`config.mk`:
```
export PLATFORM = sky130hd
export DESIGN_NAME = rpcm_cordic
export DESIGN_NICKNAME = d
export VERILOG_FILES = /design/src/rtl/core/rigid_pose_change_metric_macros.svh /design/src/rtl/core/rpcm_pkg.sv /design/src/rtl/core/rpcm_cordic.sv
export SDC_FILE = /design/constraint.sdc
export NUM_CORES = 2
export LEC_CHECK = 0
export ABC_CLOCK_PERIOD_IN_PS = 35700
export BUFFER_PORTS_ARGS = -buffer_cell sky130_fd_sc_hd__buf_2
export CORE_AREA = 2 2 215 376
export CTS_CLUSTER_DIAMETER = 100
export DETAILED_ROUTE_END_ITERATION = 6
export DIE_AREA = 0 0 217 378
export HOLD_SLACK_MARGIN = 0.1
export PLACE_DENSITY = 0.68
export SYNTH_ARGS = -nofsm -noshare
export SYNTH_HDL_FRONTEND = slang
export SYNTH_SLANG_ARGS = --single-unit
```
`constraint.sdc`:
```
create_clock -name clock -period 35.7 [get_ports clock]
set_clock_uncertainty 0.2 [all_clocks]
set_input_delay 0 -clock clock [delete_from_list [all_inputs] [get_ports clock]]
set_output_delay 0 -clock clock [all_outputs]
set_load 0.01 [all_outputs]
```
`src/rtl/core/rigid_pose_change_metric_macros.svh`:
```
// ----------------------------------------------------------------------------
// Assertion macros for the rigid pose change metric
// Short forms for the concurrent checks used in the core's RTL.
// ----------------------------------------------------------------------------
`ifndef RIGID_POSE_CHANGE_METRIC_MACROS_SVH
`define RIGID_POSE_CHANGE_METRIC_MACROS_SVH

// The consequent must hold in the same cycle as the antecedent.
`define RPCM_ASSERT_IMP(label, clk, rst, ante, cons) \
   label: assert property (@(posedge clk) disable iff (rst) (ante) |-> (cons)) \
      else $error("rpcm: same-cycle check failed");

// The consequent must hold in the cycle after the antecedent.
`define RPCM_ASSERT_NXT(label, clk, rst, ante, cons) \
   label: assert property (@(posedge clk) disable iff (rst) (ante) |=> (cons)) \
      else $error("rpcm: next-cycle check failed");

`endif

```
`src/rtl/core/rpcm_pkg.sv`:
```
// ----------------------------------------------------------------------------
// Rigid pose change metric package
// Widths, command codes, sequencer types and the request and response
// structures of the shared CORDIC and square root units.
// ----------------------------------------------------------------------------
`default_nettype none

package rpcm_pkg;

   // Fixed-point format and iteration counts.
   localparam int FRAC_BITS    = 16;
   localparam int CORDIC_STEPS = 20;
   localparam int STEP_W       = $clog2(CORDIC_STEPS);

   // Field and datapath widths.
   localparam int CMD_W      = 2;
   localparam int IDX_W      = 4;
   localparam int WORD_W     = 32;
   localparam int OUT_W      = 31;
   localparam int POSE_ELEMS = 12;
   localparam int OPND_W     = WORD_W + 1;
   localparam int ACC_W      = 2 * OPND_W;
   localparam int XY_W       = 50;
   localparam int CW         = XY_W + 2;
   localparam int SIN_W      = FRAC_BITS + 2;
   localparam int SQ_W       = 64;
   localparam int ROOT_W     = 32;
   localparam int ROOT_CNT_W = $clog2(ROOT_W);

   // CORDIC gain compensation, Q30 scaled down to the working format.
   localparam logic [WORD_W-1:0] KINV_Q30 = 32'h26DD3B6A;
   localparam logic [WORD_W-1:0] KINV     = KINV_Q30 >> (30 - FRAC_BITS);

   // Command codes.
   localparam logic [CMD_W-1:0] CMD_LOAD_REF = 2'd0;
   localparam logic [CMD_W-1:0] CMD_LOAD_UPD = 2'd1;
   localparam logic [CMD_W-1:0] CMD_COMPUTE  = 2'd2;

   typedef enum logic [2:0] {
      ST_IDLE,
      ST_DIFF,
      ST_MUL,
      ST_ACC,
      ST_CORDIC,
      ST_SQRT,
      ST_SEND
   } state_type;

   typedef enum logic [2:0] {
      JOB_MAT,
      JOB_S0,
      JOB_C2,
      JOB_S1,
      JOB_XY,
      JOB_S2,
      JOB_SN,
      JOB_TN
   } job_type;

   typedef struct packed {
      logic                   start;
      logic signed [XY_W-1:0] x;
      logic signed [XY_W-1:0] y;
   } cordic_req_type;

   typedef struct packed {
      logic             done;
      logic [SIN_W-1:0] sine;
   } cordic_rsp_type;

   typedef struct packed {
      logic            start;
      logic [SQ_W-1:0] value;
   } sqrt_req_type;

   typedef struct packed {
      logic              done;
      logic [ROOT_W-1:0] root;
   } sqrt_rsp_type;

endpackage

`default_nettype wire

```
`src/rtl/core/rpcm_cordic.sv`:
```
// ----------------------------------------------------------------------------
// Rigid pose change metric CORDIC unit
// Vectoring CORDIC that returns the magnitude of the sine of the angle of
// (x, y), one micro-rotation per cycle, with a companion vector.
// ----------------------------------------------------------------------------
`default_nettype none

module rpcm_cordic (
   input  logic                    clock,
   input  logic                    reset,
   input  rpcm_pkg::cordic_req_type cordic_req,
   output rpcm_pkg::cordic_rsp_type cordic_rsp
);
   import rpcm_pkg::*;

   logic signed [CW-1:0] vx_ff, vx_in, vy_ff, vy_in, c_ff, c_in, s_ff, s_in;
   logic [STEP_W-1:0]    step_ff, step_in;
   logic                 busy_ff, busy_in, done_ff, done_in;
   logic [SIN_W-1:0]     sine_ff, sine_in;
   logic signed [CW-1:0] ax, ay, dx, dy, dc, ds, s_abs;

   // Operand magnitudes and the shifted terms of the current step.
   always_comb begin
      ax = {{(CW-XY_W){cordic_req.x[XY_W-1]}}, cordic_req.x};
      ay = {{(CW-XY_W){cordic_req.y[XY_W-1]}}, cordic_req.y};
      if (ax[CW-1]) begin
         ax = -ax;
      end
      if (ay[CW-1]) begin
         ay = -ay;
      end
      dx = vy_ff >>> step_ff;
      dy = vx_ff >>> step_ff;
      dc = s_ff >>> step_ff;
      ds = c_ff >>> step_ff;
   end

   // One micro-rotation per cycle while busy; a new start loads the vectors.
   always_comb begin
      vx_in   = vx_ff;
      vy_in   = vy_ff;
      c_in    = c_ff;
      s_in    = s_ff;
      step_in = step_ff;
      busy_in = busy_ff;
      done_in = 1'b0;
      sine_in = sine_ff;
      s_abs   = '0;
      if (busy_ff) begin
         if (!vy_ff[CW-1]) begin
            vx_in = vx_ff + dx;
            vy_in = vy_ff - dy;
            c_in  = c_ff - dc;
            s_in  = s_ff + ds;
         end else begin
            vx_in = vx_ff - dx;
            vy_in = vy_ff + dy;
            c_in  = c_ff + dc;
            s_in  = s_ff - ds;
         end
         step_in = step_ff + 1'b1;
         s_abs   = s_in[CW-1] ? -s_in : s_in;
         if (step_ff == STEP_W'(CORDIC_STEPS - 1)) begin
            busy_in = 1'b0;
            done_in = 1'b1;
            sine_in = s_abs[SIN_W-1:0];
         end
      end else if (cordic_req.start) begin
         if (ax == '0 && ay == '0) begin
            // The angle of the null vector is taken as zero.
            sine_in = '0;
            done_in = 1'b1;
         end else begin
            vx_in   = ax;
            vy_in   = ay;
            c_in    = CW'(KINV);
            s_in    = '0;
            step_in = '0;
            busy_in = 1'b1;
         end
      end
   end

   always_ff @(posedge clock) begin
      if (reset) begin
         busy_ff <= 1'b0;
         done_ff <= 1'b0;
      end else begin
         busy_ff <= busy_in;
         done_ff <= done_in;
      end
      vx_ff   <= vx_in;
      vy_ff   <= vy_in;
      c_ff    <= c_in;
      s_ff    <= s_in;
      step_ff <= step_in;
      sine_ff <= sine_in;
   end

   assign cordic_rsp.done = done_ff;
   assign cordic_rsp.sine = sine_ff;

endmodule

`default_nettype wire

```
==> summary.txt <==
Yosys
  – Post-synth top area cell: edfxtp_1
  – Mux cell area share after synthesis: 23.6%
  – Post-synthesis xor/xnor area fraction: 9.48%
  – Simple-Gate Fraction of Synth Area: 18.0%
  – Predominant post-synthesis flop cell: edfxtp_1
  – Largest family of logic cells by synthesized area: multiplexers
  – Async S/R FF share, synth: 0%
  – Synth Cell Area: 43100 sq um
  – Sequential area share after synthesis: 16.2%
  – Adder-cell share of the synthesized area: 6.34%
  – Post-synth top cells: nor2_1, nand2_1, a21oi_1
  – Synth Net Count: 5341
  – Synth Area in Compound Gates: 21.7%
  – Post-Syn Area per Cell: 8.58 sq um
  – Post-synthesis cell type count: 104
  – Ys Warns: 0
  – EDFF count, synth: 231
  – Syn Inst Count: 5022
  – Yosys top cell area share: 16.1%
  – Flops & latches, synth: 233
  – Top cells by area, synth: edfxtp_1, mux4_2, ha_1
  – Count leader, synth: nor2_1

CTS
  – CTS sink cnt: 233
  – Clock latency on the worst-skew pair: 690 ps
  – CTS root buf: clkbuf_16
  – CTS tree: yes
  – Cts bufs inserted: 26
  – Number of setup buffers added after CTS: 0
  – CTS clk-pin slew, worst paths: 70 ps
  – Clk buf depth: 3
  – H-tree depth: 1

Timing
  – Fin. Hold Viols: 0
  – Fin crit period: 10000 ps
  – FMAX: 0.100 GHz
  – RSZ-0062 raised after global routing: false
  – Fin Setup TNS: 0 ps
  – Max-slew headroom at the worst pin: -15.7%
  – Slew Viols, Final: 7
  – Worst-margin pin slew: 1740 ps
  – Count of final setup violators: 0
  – Fin crit share: 28.0%

Finish
  – Area growth syn-to-layout: 8.28%
  – Layout cells sized above 1: 13.6%
  – Filler cells: 7283
  – Seq. cell area: 6980 sq um
  – Multi-input logic area: 34200 sq um
  – Nets: 5407

Global routing
  – Global route total overflow: 0
  – Initial antenna violation count: 17
  – Pin count of the biggest net entering global routing: 142
  – Vias in the first global route: 44633
  – First-pass GRT wire length: 306000 microns
  – Global Route Usage Sum: 51.0%

Floorplanning
  – Core Box Area: 79200 sq um
  – Boundary pin count: 122
  – Starting Density: 54.4%
  – Die area: 82000 sq um
  – Die Span Y: 378 microns
  – Die width: 217 microns
  – Rows: 137

Worst setup path
  – Crit. End Element: flip-flop
  – CP arrival: 10240 ps
  – Crit path max fanout: 129
  – Worst r2r src: step_ff[0]
  – Startpoint Class: flip-flop
  – Crit Path Class: flip-flop to flip-flop
  – Flop2flop setup slack: 25700 ps
  – Worst R2R End: vx_ff[49]
  – Critical Path RT: 35930 ps
  – Reg2Reg Depth: 26

Routing
  – Pre-antenna DRT Iters: 7
  – Via count: 45668
  – Routed wl met2: 95000 microns
  – Top routing layer used: met5
  – DRC errors left: 3
  – Antenna Nets Post-Route: 0
  – Via density: 7.41
  – DR WL/cell: 33.7 microns
  – Met3 wire len: 22400 microns
  – Met1 wire length: 61800 microns
  – DRT iter0 DRCs: 5654
  – Final wirelength: 208000 microns

Outcome
  – Failing checks: DRC, capacitance limit, slew limit
  – Outcome: complete, but fails checks

Min path
  – Hold Startpoint: cordic_req[100]
  – Hold Path Class: primary input to flip-flop
  – Worst Hold Path EP: busy_ff
  – Hold depth: 4

Placement
  – IO buf count: 121
  – DPL Wire Length: 149000 microns
  – GP Congestion: 1.18

Run
  – Max cap viols: 2
==> cells in the final DEF, fill, tap and decap left out, drive strengths merged, types with 30 or more instances in the layout <==
| master | instances |
|---|---|
| a211oi | 36 |
| a21o | 122 |
| a21oi | 432 |
| a31oi | 79 |
| and2 | 61 |
| and3 | 38 |
| buf | 189 |
| clkbuf | 30 |
| dlygate4sd3 | 169 |
| edfxtp | 231 |
| ha | 212 |
| inv | 97 |
| mux2 | 141 |
| mux2i | 191 |
| mux4 | 287 |
| nand2 | 438 |
| nand2b | 66 |
| nand3 | 80 |
| nand4 | 44 |
| nor2 | 495 |
| nor2b | 47 |
| nor3 | 124 |
| nor4 | 30 |
| o21a | 41 |
| o21ai | 321 |
| o21bai | 37 |
| o22ai | 36 |
| o31ai | 60 |
| or3 | 54 |
| xnor2 | 253 |
| xor2 | 213 |
==> final cells by class <==
class / count / share of cell area, %
multi-input combinational: 4369 / 73.2
clock buffer: 30 / 1.43
inverter: 100 / 0.832
tap: 1042 / 2.80
clock inverter: 18 / 0.456
timing repair buffer: 358 / 6.21
sequential: 233 / 15.0
antenna: 14 / 0.0751
==> kinds of logic after synthesis <==
| family | count (synthesis) |
|---|---|
| adders and majority gates | 216 |
| AOI/OAI and AO/OA | 1464 |
| xor gates and xnor gates | 466 |
| buffers and inverters | 420 |
| muxes | 619 |
| DFF | 233 |
| and+or+nand+nor | 1604 |
==> worst max-delay path by stage <==
stage,slack (ps),startpoint,cells after the start,to
after floorplan,23260,cordic_req[25],12,c_ff[0]
after global placement,26720,step_ff[0],27,vx_ff[51]
after detailed placement,26690,step_ff[0],27,vx_ff[51]
after CTS,26200,step_ff[0],27,vx_ff[49]
after global routing,25360,step_ff[0],26,vx_ff[49]
final,25700,step_ff[0],26,vx_ff[49]
==> repair_timing <==
item | in CTS | in global routing
endpoints found under the hold margin | 153 | 0
gates resized for setup | 0 | 0
hold buffers | 169 | 0
==> per-stage QoR <==
stage	utilization (%)	hold slack [ps]	setup WS (ps)	cell area, sq um	cells
floorplan	-	-128	23260	43100	5022
CTS	58.7	108	26200	46500	6144
detailed placement	55.5	-18.2	26690	44000	5927
global placement	55.5	-24.8	26720	44000	5927
finish	58.9	81.4	25700	46600	6164
global route	58.9	118	25360	46600	6154
==> routing by layer <==
metal / global-route usage [%] / up-vias
met2: 80.8 / 3169
li1: - / 19416
met5: 2.30 / -
met1: 46.8 / 21676
met3: 22.5 / 1395
met4: 53.7 / 12
==> critical path: stages (launching register included) <==
cell,delay [ps]
edfxtp_1,360
buf_4,530
buf_12,680
mux4_1,760
mux2_2,390
mux2_2,440
a211oi_2,560
a31oi_1,360
nor3_1,590
nor3b_2,410
nand2_1,170
inv_1,180
nand2_1,210
o311ai_0,280
ha_1,400
a21oi_1,190
o21ai_0,160
a21o_1,210
a21oi_1,150
o21ai_0,150
or3b_2,490
o221ai_1,320
o21ai_0,160
a21oi_1,330
xor2_1,280
o22ai_1,110
dlygate4sd3_1,580
==> sequential cells by signal, indices dropped and copies added (netlist names) <==
signal and cells:
c_ff 52, s_ff 52, vx_ff 52, vy_ff 52
sine_ff 18, step_ff 5, busy_ff 1, done_ff 1
Power is left out: the tool's default activity adds up to more than one toggle a clock period on the data nets, which glitch-free logic cannot reach.
