`config.mk`:
```
export PLATFORM = sky130hd
export DESIGN_NAME = rpcm_isqrt
export DESIGN_NICKNAME = d
export VERILOG_FILES = /design/src/rtl/core/rigid_pose_change_metric_macros.svh /design/src/rtl/core/rpcm_pkg.sv /design/src/rtl/core/rpcm_isqrt.sv
export SDC_FILE = /design/constraint.sdc
export NUM_CORES = 1
export LEC_CHECK = 0
export BUFFER_PORTS_ARGS = -buffer_cell sky130_fd_sc_hd__buf_2
export CAP_MARGIN = 10
export CORE_MARGIN = 1
export CORE_UTILIZATION = 55
export DETAILED_ROUTE_END_ITERATION = 16
export GPL_TIMING_DRIVEN = 0
export PLACE_DENSITY_LB_ADDON = 0.05
export SKIP_CTS_REPAIR_TIMING = 1
export SLEW_MARGIN = 30
export SYNTH_ARGS = -nofsm -noshare
export SYNTH_HDL_FRONTEND = slang
export SYNTH_SLANG_ARGS = --single-unit
```
`constraint.sdc`:
```
create_clock -name clock -period 22.6 [get_ports clock]
set_input_delay 1.13 -clock clock [delete_from_list [all_inputs] [get_ports clock]]
set_output_delay 1.13 -clock clock [all_outputs]
set_load 0.05 [all_outputs]
```
`src/rtl/core/rigid_pose_change_metric_macros.svh`:
```
// ----------------------------------------------------------------------------
// Assertion macros for the rigid pose change metric
// Short forms for the concurrent checks used in the core's RTL.
// ----------------------------------------------------------------------------
`ifndef RIGID_POSE_CHANGE_METRIC_MACROS_SVH
`define RIGID_POSE_CHANGE_METRIC_MACROS_SVH

// The consequent must hold in the same cycle as the antecedent.
`define RPCM_ASSERT_IMP(label, clk, rst, ante, cons) \
   label: assert property (@(posedge clk) disable iff (rst) (ante) |-> (cons)) \
      else $error("rpcm: same-cycle check failed");

// The consequent must hold in the cycle after the antecedent.
`define RPCM_ASSERT_NXT(label, clk, rst, ante, cons) \
   label: assert property (@(posedge clk) disable iff (rst) (ante) |=> (cons)) \
      else $error("rpcm: next-cycle check failed");

`endif

```
`src/rtl/core/rpcm_pkg.sv`:
```
// ----------------------------------------------------------------------------
// Rigid pose change metric package
// Widths, command codes, sequencer types and the request and response
// structures of the shared CORDIC and square root units.
// ----------------------------------------------------------------------------
`default_nettype none

package rpcm_pkg;

   // Fixed-point format and iteration counts.
   localparam int FRAC_BITS    = 16;
   localparam int CORDIC_STEPS = 20;
   localparam int STEP_W       = $clog2(CORDIC_STEPS);

   // Field and datapath widths.
   localparam int CMD_W      = 2;
   localparam int IDX_W      = 4;
   localparam int WORD_W     = 32;
   localparam int OUT_W      = 31;
   localparam int POSE_ELEMS = 12;
   localparam int OPND_W     = WORD_W + 1;
   localparam int ACC_W      = 2 * OPND_W;
   localparam int XY_W       = 50;
   localparam int CW         = XY_W + 2;
   localparam int SIN_W      = FRAC_BITS + 2;
   localparam int SQ_W       = 64;
   localparam int ROOT_W     = 32;
   localparam int ROOT_CNT_W = $clog2(ROOT_W);

   // CORDIC gain compensation, Q30 scaled down to the working format.
   localparam logic [WORD_W-1:0] KINV_Q30 = 32'h26DD3B6A;
   localparam logic [WORD_W-1:0] KINV     = KINV_Q30 >> (30 - FRAC_BITS);

   // Command codes.
   localparam logic [CMD_W-1:0] CMD_LOAD_REF = 2'd0;
   localparam logic [CMD_W-1:0] CMD_LOAD_UPD = 2'd1;
   localparam logic [CMD_W-1:0] CMD_COMPUTE  = 2'd2;

   typedef enum logic [2:0] {
      ST_IDLE,
      ST_DIFF,
      ST_MUL,
      ST_ACC,
      ST_CORDIC,
      ST_SQRT,
      ST_SEND
   } state_type;

   typedef enum logic [2:0] {
      JOB_MAT,
      JOB_S0,
      JOB_C2,
      JOB_S1,
      JOB_XY,
      JOB_S2,
      JOB_SN,
      JOB_TN
   } job_type;

   typedef struct packed {
      logic                   start;
      logic signed [XY_W-1:0] x;
      logic signed [XY_W-1:0] y;
   } cordic_req_type;

   typedef struct packed {
      logic             done;
      logic [SIN_W-1:0] sine;
   } cordic_rsp_type;

   typedef struct packed {
      logic            start;
      logic [SQ_W-1:0] value;
   } sqrt_req_type;

   typedef struct packed {
      logic              done;
      logic [ROOT_W-1:0] root;
   } sqrt_rsp_type;

endpackage

`default_nettype wire

```
`src/rtl/core/rpcm_isqrt.sv`:
```
// ----------------------------------------------------------------------------
// Rigid pose change metric square root unit
// Floor square root of a 64-bit unsigned word, one result bit per cycle.
// ----------------------------------------------------------------------------
`default_nettype none

module rpcm_isqrt (
   input  logic                  clock,
   input  logic                  reset,
   input  rpcm_pkg::sqrt_req_type sqrt_req,
   output rpcm_pkg::sqrt_rsp_type sqrt_rsp
);
   import rpcm_pkg::*;

   logic [SQ_W-1:0]       v_ff, v_in, r_ff, r_in, bit_ff, bit_in, trial;
   logic [ROOT_CNT_W-1:0] cnt_ff, cnt_in;
   logic                  busy_ff, busy_in, done_ff, done_in;
   logic [ROOT_W-1:0]     root_ff, root_in;

   // Digit-by-digit recurrence: subtract the trial value where it fits.
   always_comb begin
      v_in    = v_ff;
      r_in    = r_ff;
      bit_in  = bit_ff;
      cnt_in  = cnt_ff;
      busy_in = busy_ff;
      done_in = 1'b0;
      root_in = root_ff;
      trial   = r_ff + bit_ff;
      if (busy_ff) begin
         if (v_ff >= trial) begin
            v_in = v_ff - trial;
            r_in = (r_ff >> 1) + bit_ff;
         end else begin
            r_in = r_ff >> 1;
         end
         bit_in = bit_ff >> 2;
         cnt_in = cnt_ff + 1'b1;
         if (cnt_ff == ROOT_CNT_W'(ROOT_W - 1)) begin
            busy_in = 1'b0;
            done_in = 1'b1;
            root_in = r_in[ROOT_W-1:0];
         end
      end else if (sqrt_req.start) begin
         v_in    = sqrt_req.value;
         r_in    = '0;
         bit_in  = {2'b01, {(SQ_W-2){1'b0}}};
         cnt_in  = '0;
         busy_in = 1'b1;
      end
   end

   always_ff @(posedge clock) begin
      if (reset) begin
         busy_ff <= 1'b0;
         done_ff <= 1'b0;
      end else begin
         busy_ff <= busy_in;
         done_ff <= done_in;
      end
      v_ff    <= v_in;
      r_ff    <= r_in;
      bit_ff  <= bit_in;
      cnt_ff  <= cnt_in;
      root_ff <= root_in;
   end

   assign sqrt_rsp.done = done_ff;
   assign sqrt_rsp.root = root_ff;

endmodule

`default_nettype wire

```
==> results of run 1 <==
## routing by layer
| layer | up-vias | wire length (um) | global-route usage (%) |
|---|---|---|---|
| li1 | 7111 | - | - |
| met1 | 7049 | 20110 | 38.38 |
| met2 | 534 | 24970 | 57.12 |
| met3 | 137 | 2614 | 4.832 |
| met4 | 0 | 2171 | 14.66 |
| met5 | - | 0 | 0 |
## worst max path at each step
stage | to | slack (ns) | cells past startpoint
finish | v_ff[0] | 15.33 | 26
global route | v_ff[0] | 15.00 | 26
CTS | v_ff[0] | 15.39 | 26
detailed placement | v_ff[7] | 15.42 | 26
global placement | v_ff[3] | 11.36 | 20
floorplan | v_ff[0] | 14.69 | 20
## registers in the layout, indices dropped and copies added, names as in the netlist
signal   flops
r_ff        64
v_ff        64
bit_ff      32
root_ff     32
cnt_ff       5
busy_ff      1
done_ff      1
## power by group through the flow
stage / combinational, mW / sequential, mW / clock [mW]
6_report: 1.41 / 0.609 / 0.312
5_1_grt: 1.55 / 0.617 / 0.325
4_1_cts: 1.40 / 0.609 / 0.313
3_5_place_dp: 1.39 / 0.615 / 0
3_3_place_gp: 1.36 / 0.621 / 0
2_1_floorplan: 1.05 / 0.586 / 0
## metrics by stage
stage,instance area [um2],std cells
6_report,18500,2348
5_1_grt,18500,2348
4_1_cts,18500,2348
3_5_place_dp,17940,2316
3_3_place_gp,17790,2310
2_1_floorplan,16810,1821
## final cells by class
type / instances / area, um2 / share of cell area, %
Timing Repair Buffer: 105 / 628.1 / 3.395
Buffer: 80 / 349.1 / 1.887
Tap cell: 390 / 488.0 / 2.638
Inverter: 41 / 158.9 / 0.8590
Clock inverter: 12 / 120.1 / 0.6493
Sequential cell: 199 / 5946 / 32.14
Multi-Input combinational cell: 1501 / 10370 / 56.07
Clock buffer: 20 / 436.7 / 2.361
## worst min-delay path: stages, from the launching register on
cell and delay [ns]:
dfxtp_1 0.34, nor2_1 0.10, nor2_1 0.04
## placed cells by master, fill, tap and decap left out, types with 18 or more instances in the layout
| master | Yosys | routed |
|---|---|---|
| nor2b_1 | 20 | 20 |
| nand2b_1 | 18 | 18 |
| o21bai_1 | 25 | 25 |
| inv_1 | 41 | 40 |
| ha_1 | 132 | 132 |
| a21oi_1 | 143 | 142 |
| nor2_1 | 123 | 122 |
| nand4_1 | 55 | 55 |
| clkbuf_1 | 65 | 68 |
| a211oi_1 | 21 | 21 |
| mux2_2 | 51 | 51 |
| a31oi_1 | 57 | 57 |
| a21o_1 | 46 | 46 |
| xnor2_1 | 91 | 91 |
| o21a_1 | 19 | 19 |
| o21ai_0 | 109 | 109 |
| nand2_1 | 156 | 156 |
| buf_2 | 6 | 105 |
| and2_1 | 81 | 80 |
| xor2_1 | 72 | 72 |
| nor3_1 | 39 | 39 |
| edfxtp_1 | 196 | 196 |
| nand3_1 | 36 | 36 |
## logic make-up after synthesis
kind of cell	count (synthesis)
compound gates	546
xor+xnor	163
fa+ha+maj	133
buf+inv	121
flops	199
mux	61
simple gates	598
==> flow_summary.yaml, run 1 <==
yosys:
  synth_cell_type_count: 87
  synth_simple_gate_area_share_pct: 17.86
  synth_cells: 1821
  syn-mean-instance-area_um2: 9.229
  synth_compound_area_share_pct: 21.14
  synthesis.nets: 2021
  synthesis.area_um2: 16810
  synth_fa_ha_area_share_pct: 9.946
  synth_top_family_by_area: "compound AO/OA/AOI/OAI gates"
  async_flop_share_pct: 0
  synth.area.mux_share_pct: 4.191
  synth_top_cell_by_area: "edfxtp_1"
  synthDominantCellAreaShare_pct: 35.02
  synth_enable_flop_cells: 196
  yosys_warnings: 0
  synth.yosys.seq_area_share_pct: 35.38
  top_cells_by_area_in_the_synthesized_netlist: "edfxtp_1, ha_1, xnor2_1, a21oi_1, xor2_1"
  ys_dominant_reg_cell: "edfxtp_1"
  synthTopCellsByCount: "edfxtp_1, nand2_1, a21oi_1"
  synth_most_common_cell: "edfxtp_1"
  synth_xor_xnor_area_share_pct: 8.495
  number_of_flip_flops_and_latches_in_the_synthesized_netlist: 199
worst_setup_path:
  critical_path.endpoint_type: "register"
  rrSetupSlack_ns: 15.33
  timing.reg2reg.worst_path_depth: 26
  start_kind: "register"
  setup.worst_path.class: "reg -> reg"
  r2r_start: "r_ff[2]"
  critical-path-max-stage-delay_ns: 0.56
  path_buf_inv: 7
  crit_family: "compound AO/OA/AOI/OAI gates"
  required_ns: 22.82
  cp.arrival_ns: 7.49
  critical_path.max_fanout: 16
  critical_path.startpoint: "r_ff[2]"
  slowest_stage: "nor2_2"
  critical_path.reg2reg.endpoint: "v_ff[0]"
  crit_path_frequent_cell: "a21oi_1"
cells_and_area:
  final_layout_size_suffix_gt1_share_pct: 12.51
  n_fill_cell: 2667
  num_antenna_cells: 0
  fin_util_pct: 61.92
  area_growth_syn_to_layout_pct: 10.07
  finalNetCount: 2145
pwr:
  sw_ratio_pct: 46.94
  switching_power_mw: 1.095
  seq_power_share_pct: 26.1
  power.combinational.fraction_pct: 60.5
  leakagePower_nw: 7.039
  vdd_ir_drop_max_v: 0.00008726
  power-per-cell-area_nw_per_um2: 126.1
  total_power_mw: 2.333
  p_clk_share_pct: 13.4
  cell_internal_pwr_mw: 1.238
placed_design:
  hpwl_um: 38490
  portBuffers: 99
  preCtsSetupSlack_ns: 15.42
  routabilityCongestion: 0.9540
floorplanning:
  floorplan.die.width_um: 176.8
  placeableCoreArea_um2: 29870
  die-area_um2: 31260
  rows: 63
  starting_density_of_the_core_pct: 56.25
  ioPinCount: 100
  die_h_um: 176.8
timing:
  final.hold.worst_slack_ns: 0.5295
  final.period_utilization_pct: 32.17
  unrepaired_setup_endpoints_after_global_routing: "false"
  tns_ns: 0
  setup_viol: 0
  timing.slew.headroom_pct: 39.12
  finalWorstPathRequiredPeriod_ns: 7.270
  final-max-slew-violation-count: 0
  max_freq_ghz: 0.1375
  worst_clock_skew_ns: 0.01373
  final_critical_path_setup_slack_ns: 15.33
  worst_slew_pin_slew_ns: 0.8902
  final_hold_viol_count: 0
global_route:
  gr-usage-all-layers_pct: 32.26
  first_global_vias: 14228
  antenna_found_initial: 0
  grt_max_degree: 57
  grt_first_pass_wirelength_um: 77590
  globalRouteOverflowTotal: 0
run:
  cap_viol_max_count: 0
hold_path:
  hold_path_end: "bit_ff[62]"
  worstHoldStart: "bit_ff[62]"
  hold-path-cell-count: 2
  hold_path_class: "reg -> reg"
routing:
  wirelength_um: 49860
  drc: 0
  tritonroute_pass_1_iters: 6
  viasPerCell: 6.316
  initialDrtViolationCount: 1257
  dr_total_vias: 14831
  ant_nets: 0
  route.detailed.wl_per_inst_um: 21.23
clock_network:
  tritoncts.num_buffers: 17
  path_clk_slew_ns: 0.08
  clock_tree.buffer_depth: 2
  num_clock_sinks: 199
  cts_tree: "done"
  root_buffer: "clkbuf_16"
  insertion_delay_ns: 0.47
  cts-htree-levels: 4
outcome:
  status: "finished clean"
No activity file was read; power rests on OpenSTA's default activity.
==> inputs of run 2 (changes only) <==
==> constraint.sdc (replaced) <==
create_clock -name clock -period 6.2 [get_ports clock]
set_input_delay 0.31 -clock clock [delete_from_list [all_inputs] [get_ports clock]]
set_output_delay 0.31 -clock clock [all_outputs]
set_load 0.05 [all_outputs]
==> run 2 against run 1 <==
Net effect:
- setup slack lost 15 ns
- clock skew decreased by 0.0023 ns
- count of clock-buffer cells in the layout shrank 1
- non-clock buffer count grew 27
- core utilization rose by 1.8 points
- clock power rose to 3.8 times the previous value
- critical path depth stayed put
- total power grew to 3.7 times the previous value
- register-to-register slack lost 15 ns
- global-route usage is 0.18 points lower
- hold slack got worse by 0.50 ns
- critical path type unchanged
- largest cell class unchanged
==> flow_summary.yaml, run 2 (same netlist as run 1, synthesis figures left out) <==
outcome:
  status: "finished clean"
worst_setup_path:
  setup.worst_path.class: "reg -> reg"
  cp.arrival_ns: 6.23
  crit_family: "compound AO/OA/AOI/OAI gates"
  required_ns: 6.41
  start_kind: "register"
  slowest_stage: "edfxtp_1"
  critical_path.max_fanout: 20
  critical_path.endpoint_type: "register"
  crit_path_frequent_cell: "a21oi_4"
  path_buf_inv: 5
  critical-path-max-stage-delay_ns: 0.47
  rrSetupSlack_ns: 0.19
routing:
  route.detailed.wl_per_inst_um: 21.30
  drc: 0
  ant_nets: 0
  initialDrtViolationCount: 1244
  dr_total_vias: 15114
  wirelength_um: 50590
  viasPerCell: 6.364
  tritonroute_pass_1_iters: 10
global_route:
  globalRouteOverflowTotal: 0
  first_global_vias: 14522
  antenna_found_initial: 0
  grt_max_degree: 72
  grt_first_pass_wirelength_um: 77570
  gr-usage-all-layers_pct: 32.08
placed_design:
  routabilityCongestion: 0.9554
  hpwl_um: 38120
  portBuffers: 99
  dpl.cell_count: 2315
cells_and_area:
  layout_commonest_cell: "edfxtp_1"
  layout_top_registers: "r_ff: 64 flops, v_ff: 64 flops"
  finalNetCount: 2172
  layout_common_cells: "edfxtp_1, nand2_1, a21oi_1"
  num_antenna_cells: 0
  final_layout_size_suffix_gt1_share_pct: 15.72
  stdcell_count: 2375
  area_growth_syn_to_layout_pct: 13.26
timing:
  worst_clock_skew_ns: 0.01141
  final.period_utilization_pct: 96.98
  timing.slew.headroom_pct: 33.50
  finalWorstPathRequiredPeriod_ns: 6.013
  setup_viol: 0
  max_freq_ghz: 0.1663
  worst_slew_pin_slew_ns: 0.9723
  final_hold_viol_count: 0
  final-max-slew-violation-count: 0
floorplanning:
  die-area_um2: 31260
  ioPinCount: 100
  die_h_um: 176.8
  starting_density_of_the_core_pct: 56.25
  placeableCoreArea_um2: 29870
  floorplan.die.width_um: 176.8
  rows: 63
clock_network:
  path_clk_slew_ns: 0.07
  cts_tree: "done"
  root_buffer: "clkbuf_16"
  insertion_delay_ns: 0.46
  num_clock_sinks: 199
  clock_tree.buffer_depth: 2
  tritoncts.num_buffers: 17
  cts-htree-levels: 4
pwr:
  vdd_ir_drop_max_v: 0.0002419
  leakagePower_nw: 7.253
  total_power_mw: 8.688
  power-per-cell-area_nw_per_um2: 456.4
run:
  cap_viol_max_count: 0
hold_path:
  hold_path_class: "in -> reg"
run 2: cell count changes in the layout (fill, tap and decap cells not counted), moves of 4 or more:
cell	change
a21oi_1	-5
buf_2	-4
buf_4	+35
clkbuf_1	-7
ha_1	-8
ha_4	+5
o21ai_0	-6
run 2: final cells by class:
| type | count | area, um2 |
|---|---|---|
| timing repair buffer | 135 | 845.8 |
| clock buffer | 19 | 432.9 |
| sequential | 199 | 5946 |
| clock inverter | 13 | 145.1 |
| inverter | 41 | 158.9 |
| tap | 390 | 488.0 |
| fill | 2557 | 10840 |
| multi-input combinational | 1501 | 10670 |
| buffer | 77 | 351.6 |
run 2: per-layer routing:
| metal | up-vias | wire [um] | GRT usage [%] |
|---|---|---|---|
| met2 | 586 | 25310 | 56.83 |
| met1 | 7252 | 21000 | 38.50 |
| met4 | 0 | 1844 | 14.73 |
| met5 | - | 0 | 0 |
| met3 | 106 | 2438 | 4.145 |
| li1 | 7170 | - | - |
run 2: final timing paths:
| path | start | endpoint | depth (start not counted) |
|---|---|---|---|
| worst max-delay path | r_ff[22] | v_ff[10] | 26 |
| worst max register to register | r_ff[22] | v_ff[10] | 26 |
| worst min-delay path | reset | done_ff | 2 |
| worst min register to register | bit_ff[62] | bit_ff[62] | 2 |
run 2: power breakdown:
group	leakage, nW	total (mW)	internal (mW)	switching, mW
clock	0.282	1.17	0.603	0.565
combinational	4.95	5.30	2.10	3.20
sequential	2.02	2.22	1.95	0.268
total	7.25	8.69	4.66	4.03
run 2: metrics by stage:
step / area (um2) / utilization (%) / worst slack [ns] / hold WS, ns / setup TNS, ns
2_1_floorplan: 16820 / - / 0.4196 / 0.3816 / 0
3_3_place_gp: 17800 / 59.58 / -1.657 / 0.4871 / -122.55
3_5_place_dp: 17930 / 60.01 / -0.8788 / 0.4945 / -62.18
4_1_cts: 18510 / 61.94 / -0.9258 / 0.01215 / -68.56
5_1_grt: 19030 / 63.71 / -0.02834 / 0.03269 / -0.3419
6_report: 19030 / 63.71 / 0.1870 / 0.02473 / 0
==> inputs of run 3 (changes only) <==
--- a/config.mk
+++ b/config.mk
@@ -6,12 +6,12 @@
 export NUM_CORES = 1
 export LEC_CHECK = 0
 export BUFFER_PORTS_ARGS = -buffer_cell sky130_fd_sc_hd__buf_2
-export CAP_MARGIN = 10
 export CORE_MARGIN = 1
 export CORE_UTILIZATION = 55
 export DETAILED_ROUTE_END_ITERATION = 16
 export GPL_TIMING_DRIVEN = 0
 export PLACE_DENSITY_LB_ADDON = 0.05
+export RECOVER_POWER = 100
 export SKIP_CTS_REPAIR_TIMING = 1
 export SLEW_MARGIN = 30
 export SYNTH_ARGS = -nofsm -noshare
==> run 3 against run 2 <==
Net effect:
- the flow now finishes with violations (max-capacitance violations, max-slew violations)
- register-to-register slack hardly changed
- global-route usage is the same
- sequential cell count did not move
- setup slack lost 0.0067 ns
- non-clock buffer count is the same
- hold slack improved by 0.0011 ns
- sequential power hardly changed
- first-iteration DRC count is 1.8% lower
- clock skew about the same
- largest power group unchanged
==> flow_summary.yaml, run 3 (same netlist as run 1, synthesis figures left out) <==
cells_and_area:
  fin_util_pct: 63.37
  layout_top_registers: "r_ff: 64 flops, v_ff: 64 flops"
  final_layout_size_suffix_gt1_share_pct: 13.70
  finalNetCount: 2172
  area_growth_syn_to_layout_pct: 12.65
  layout_common_cells: "edfxtp_1, nand2_1, a21oi_1"
  num_antenna_cells: 0
  layout_commonest_cell: "edfxtp_1"
  n_fill_cell: 2581
  stdcell_count: 2375
worst_setup_path:
  worst_setup_path_endpoint: "v_ff[10]"
  critical_path.startpoint: "r_ff[18]"
  slowest_stage: "edfxtp_1"
  critical-path-max-stage-delay_ns: 0.51
  crit_path_frequent_cell: "a21oi_4"
  cp.arrival_ns: 6.23
  path_buf_inv: 5
  critical_path.endpoint_type: "register"
  required_ns: 6.41
  critical_path.reg2reg.endpoint: "v_ff[10]"
  setup.worst_path.class: "reg -> reg"
  critical_path.max_fanout: 20
  cp_num_cells: 26
  crit_family: "compound AO/OA/AOI/OAI gates"
  rrSetupSlack_ns: 0.18
  timing.reg2reg.worst_path_depth: 26
  start_kind: "register"
  r2r_start: "r_ff[18]"
timing:
  setup_viol: 0
  worst_clock_skew_ns: 0.01191
  timing.slew.headroom_pct: -29.78
  final.period_utilization_pct: 97.09
  final-max-slew-violation-count: 101
  max_freq_ghz: 0.1661
  final_critical_path_setup_slack_ns: 0.1803
  final_hold_viol_count: 0
  finalWorstPathRequiredPeriod_ns: 6.020
  worst_slew_pin_slew_ns: 1.947
routing:
  viasPerCell: 6.358
  dr_total_vias: 15100
  drc: 0
  tritonroute_pass_1_iters: 8
  route.detailed.wl_per_inst_um: 21.33
  ant_nets: 0
  initialDrtViolationCount: 1222
  wirelength_um: 50660
pwr:
  power-per-cell-area_nw_per_um2: 457.6
  vdd_ir_drop_max_v: 0.0002411
  total_power_mw: 8.662
  leakagePower_nw: 7.120
clock_network:
  cts-htree-levels: 4
  root_buffer: "clkbuf_16"
  insertion_delay_ns: 0.46
  clock_tree.buffer_depth: 2
  tritoncts.num_buffers: 17
  path_clk_slew_ns: 0.08
  num_clock_sinks: 199
  cts_tree: "done"
floorplanning:
  floorplan.die.width_um: 176.8
  starting_density_of_the_core_pct: 56.25
  ioPinCount: 100
  die_h_um: 176.8
  die-area_um2: 31260
  rows: 63
  placeableCoreArea_um2: 29870
run:
  cap_viol_max_count: 2
global_route:
  grt_first_pass_wirelength_um: 77570
  gr-usage-all-layers_pct: 32.08
  antenna_found_initial: 0
  first_global_vias: 14522
  globalRouteOverflowTotal: 0
  grt_max_degree: 72
placed_design:
  hpwl_um: 38120
  preCtsSetupSlack_ns: -0.8788
  portBuffers: 99
  dpl.cell_count: 2315
  routabilityCongestion: 0.9554
outcome:
  failed_checks: "max-capacitance violations, max-slew violations"
  status: "complete, but fails checks"
hold_path:
  hold_path_class: "in -> reg"
==> run 3: per-layer routing <==
| layer | part of all wire (%) | GRT usage (%) | wire (um) | vias to the layer above |
|---|---|---|---|---|
| met3 | 4.8 | 4.145 | 2423 | 111 |
| met4 | 3.8 | 14.73 | 1903 | 0 |
| met2 | 50 | 56.83 | 25360 | 581 |
| li1 | - | - | - | 7160 |
| met5 | 0 | 0 | 0 | - |
| met1 | 41 | 38.50 | 20970 | 7248 |
==> run 3: worst reg2reg max path, delay by kind of cell, from the launching register on <==
kind / cells / cell delay, ns
compound gates: 14 / 2.72
xor+xnor: 1 / 0.24
fa+ha+maj: 2 / 0.67
buf+inv: 5 / 1.01
flops: 1 / 0.51
simple gates: 4 / 0.62
==> run 3: worst min path at each step <==
stage          slack (ns)  cells past startpoint      end  start
4_1_cts              0.01                      2  done_ff  reset
6_report             0.03                      2  done_ff  reset
3_3_place_gp         0.49                      2  done_ff  reset
3_5_place_dp         0.49                      2  done_ff  reset
5_1_grt              0.03                      2  done_ff  reset
2_1_floorplan        0.38                      1  done_ff  reset
==> run 3: final cells by class <==
type	instances	area, um2	area share, %
clock inverter	13	145.1	0.7666
inverter	41	155.1	0.8195
clock buffer	19	432.9	2.287
sequential	199	5946	31.41
multi-input combinational	1501	10650	56.24
buffer	77	351.6	1.857
timing repair buffer	135	765.7	4.045
tap	390	488.0	2.577
==> run 3: where the power goes <==
part | leakage (nW) | switching (mW) | internal (mW) | total [mW]
Clock | 0.282 | 0.565 | 0.603 | 1.17
Combinational | 4.82 | 3.18 | 2.09 | 5.28
Sequential | 2.02 | 0.268 | 1.95 | 2.22
==> run 3: stage by stage <==
step | hold slack, ns | TNS [ns] | cell area (um2)
after global routing | 0.03269 | -0.3506 | 18930
after CTS | 0.01215 | -68.56 | 18510
after detailed placement | 0.4945 | -62.18 | 17930
after floorplan | 0.3816 | 0 | 16820
final | 0.02579 | 0 | 18930
after global placement | 0.4871 | -122.55 | 17800
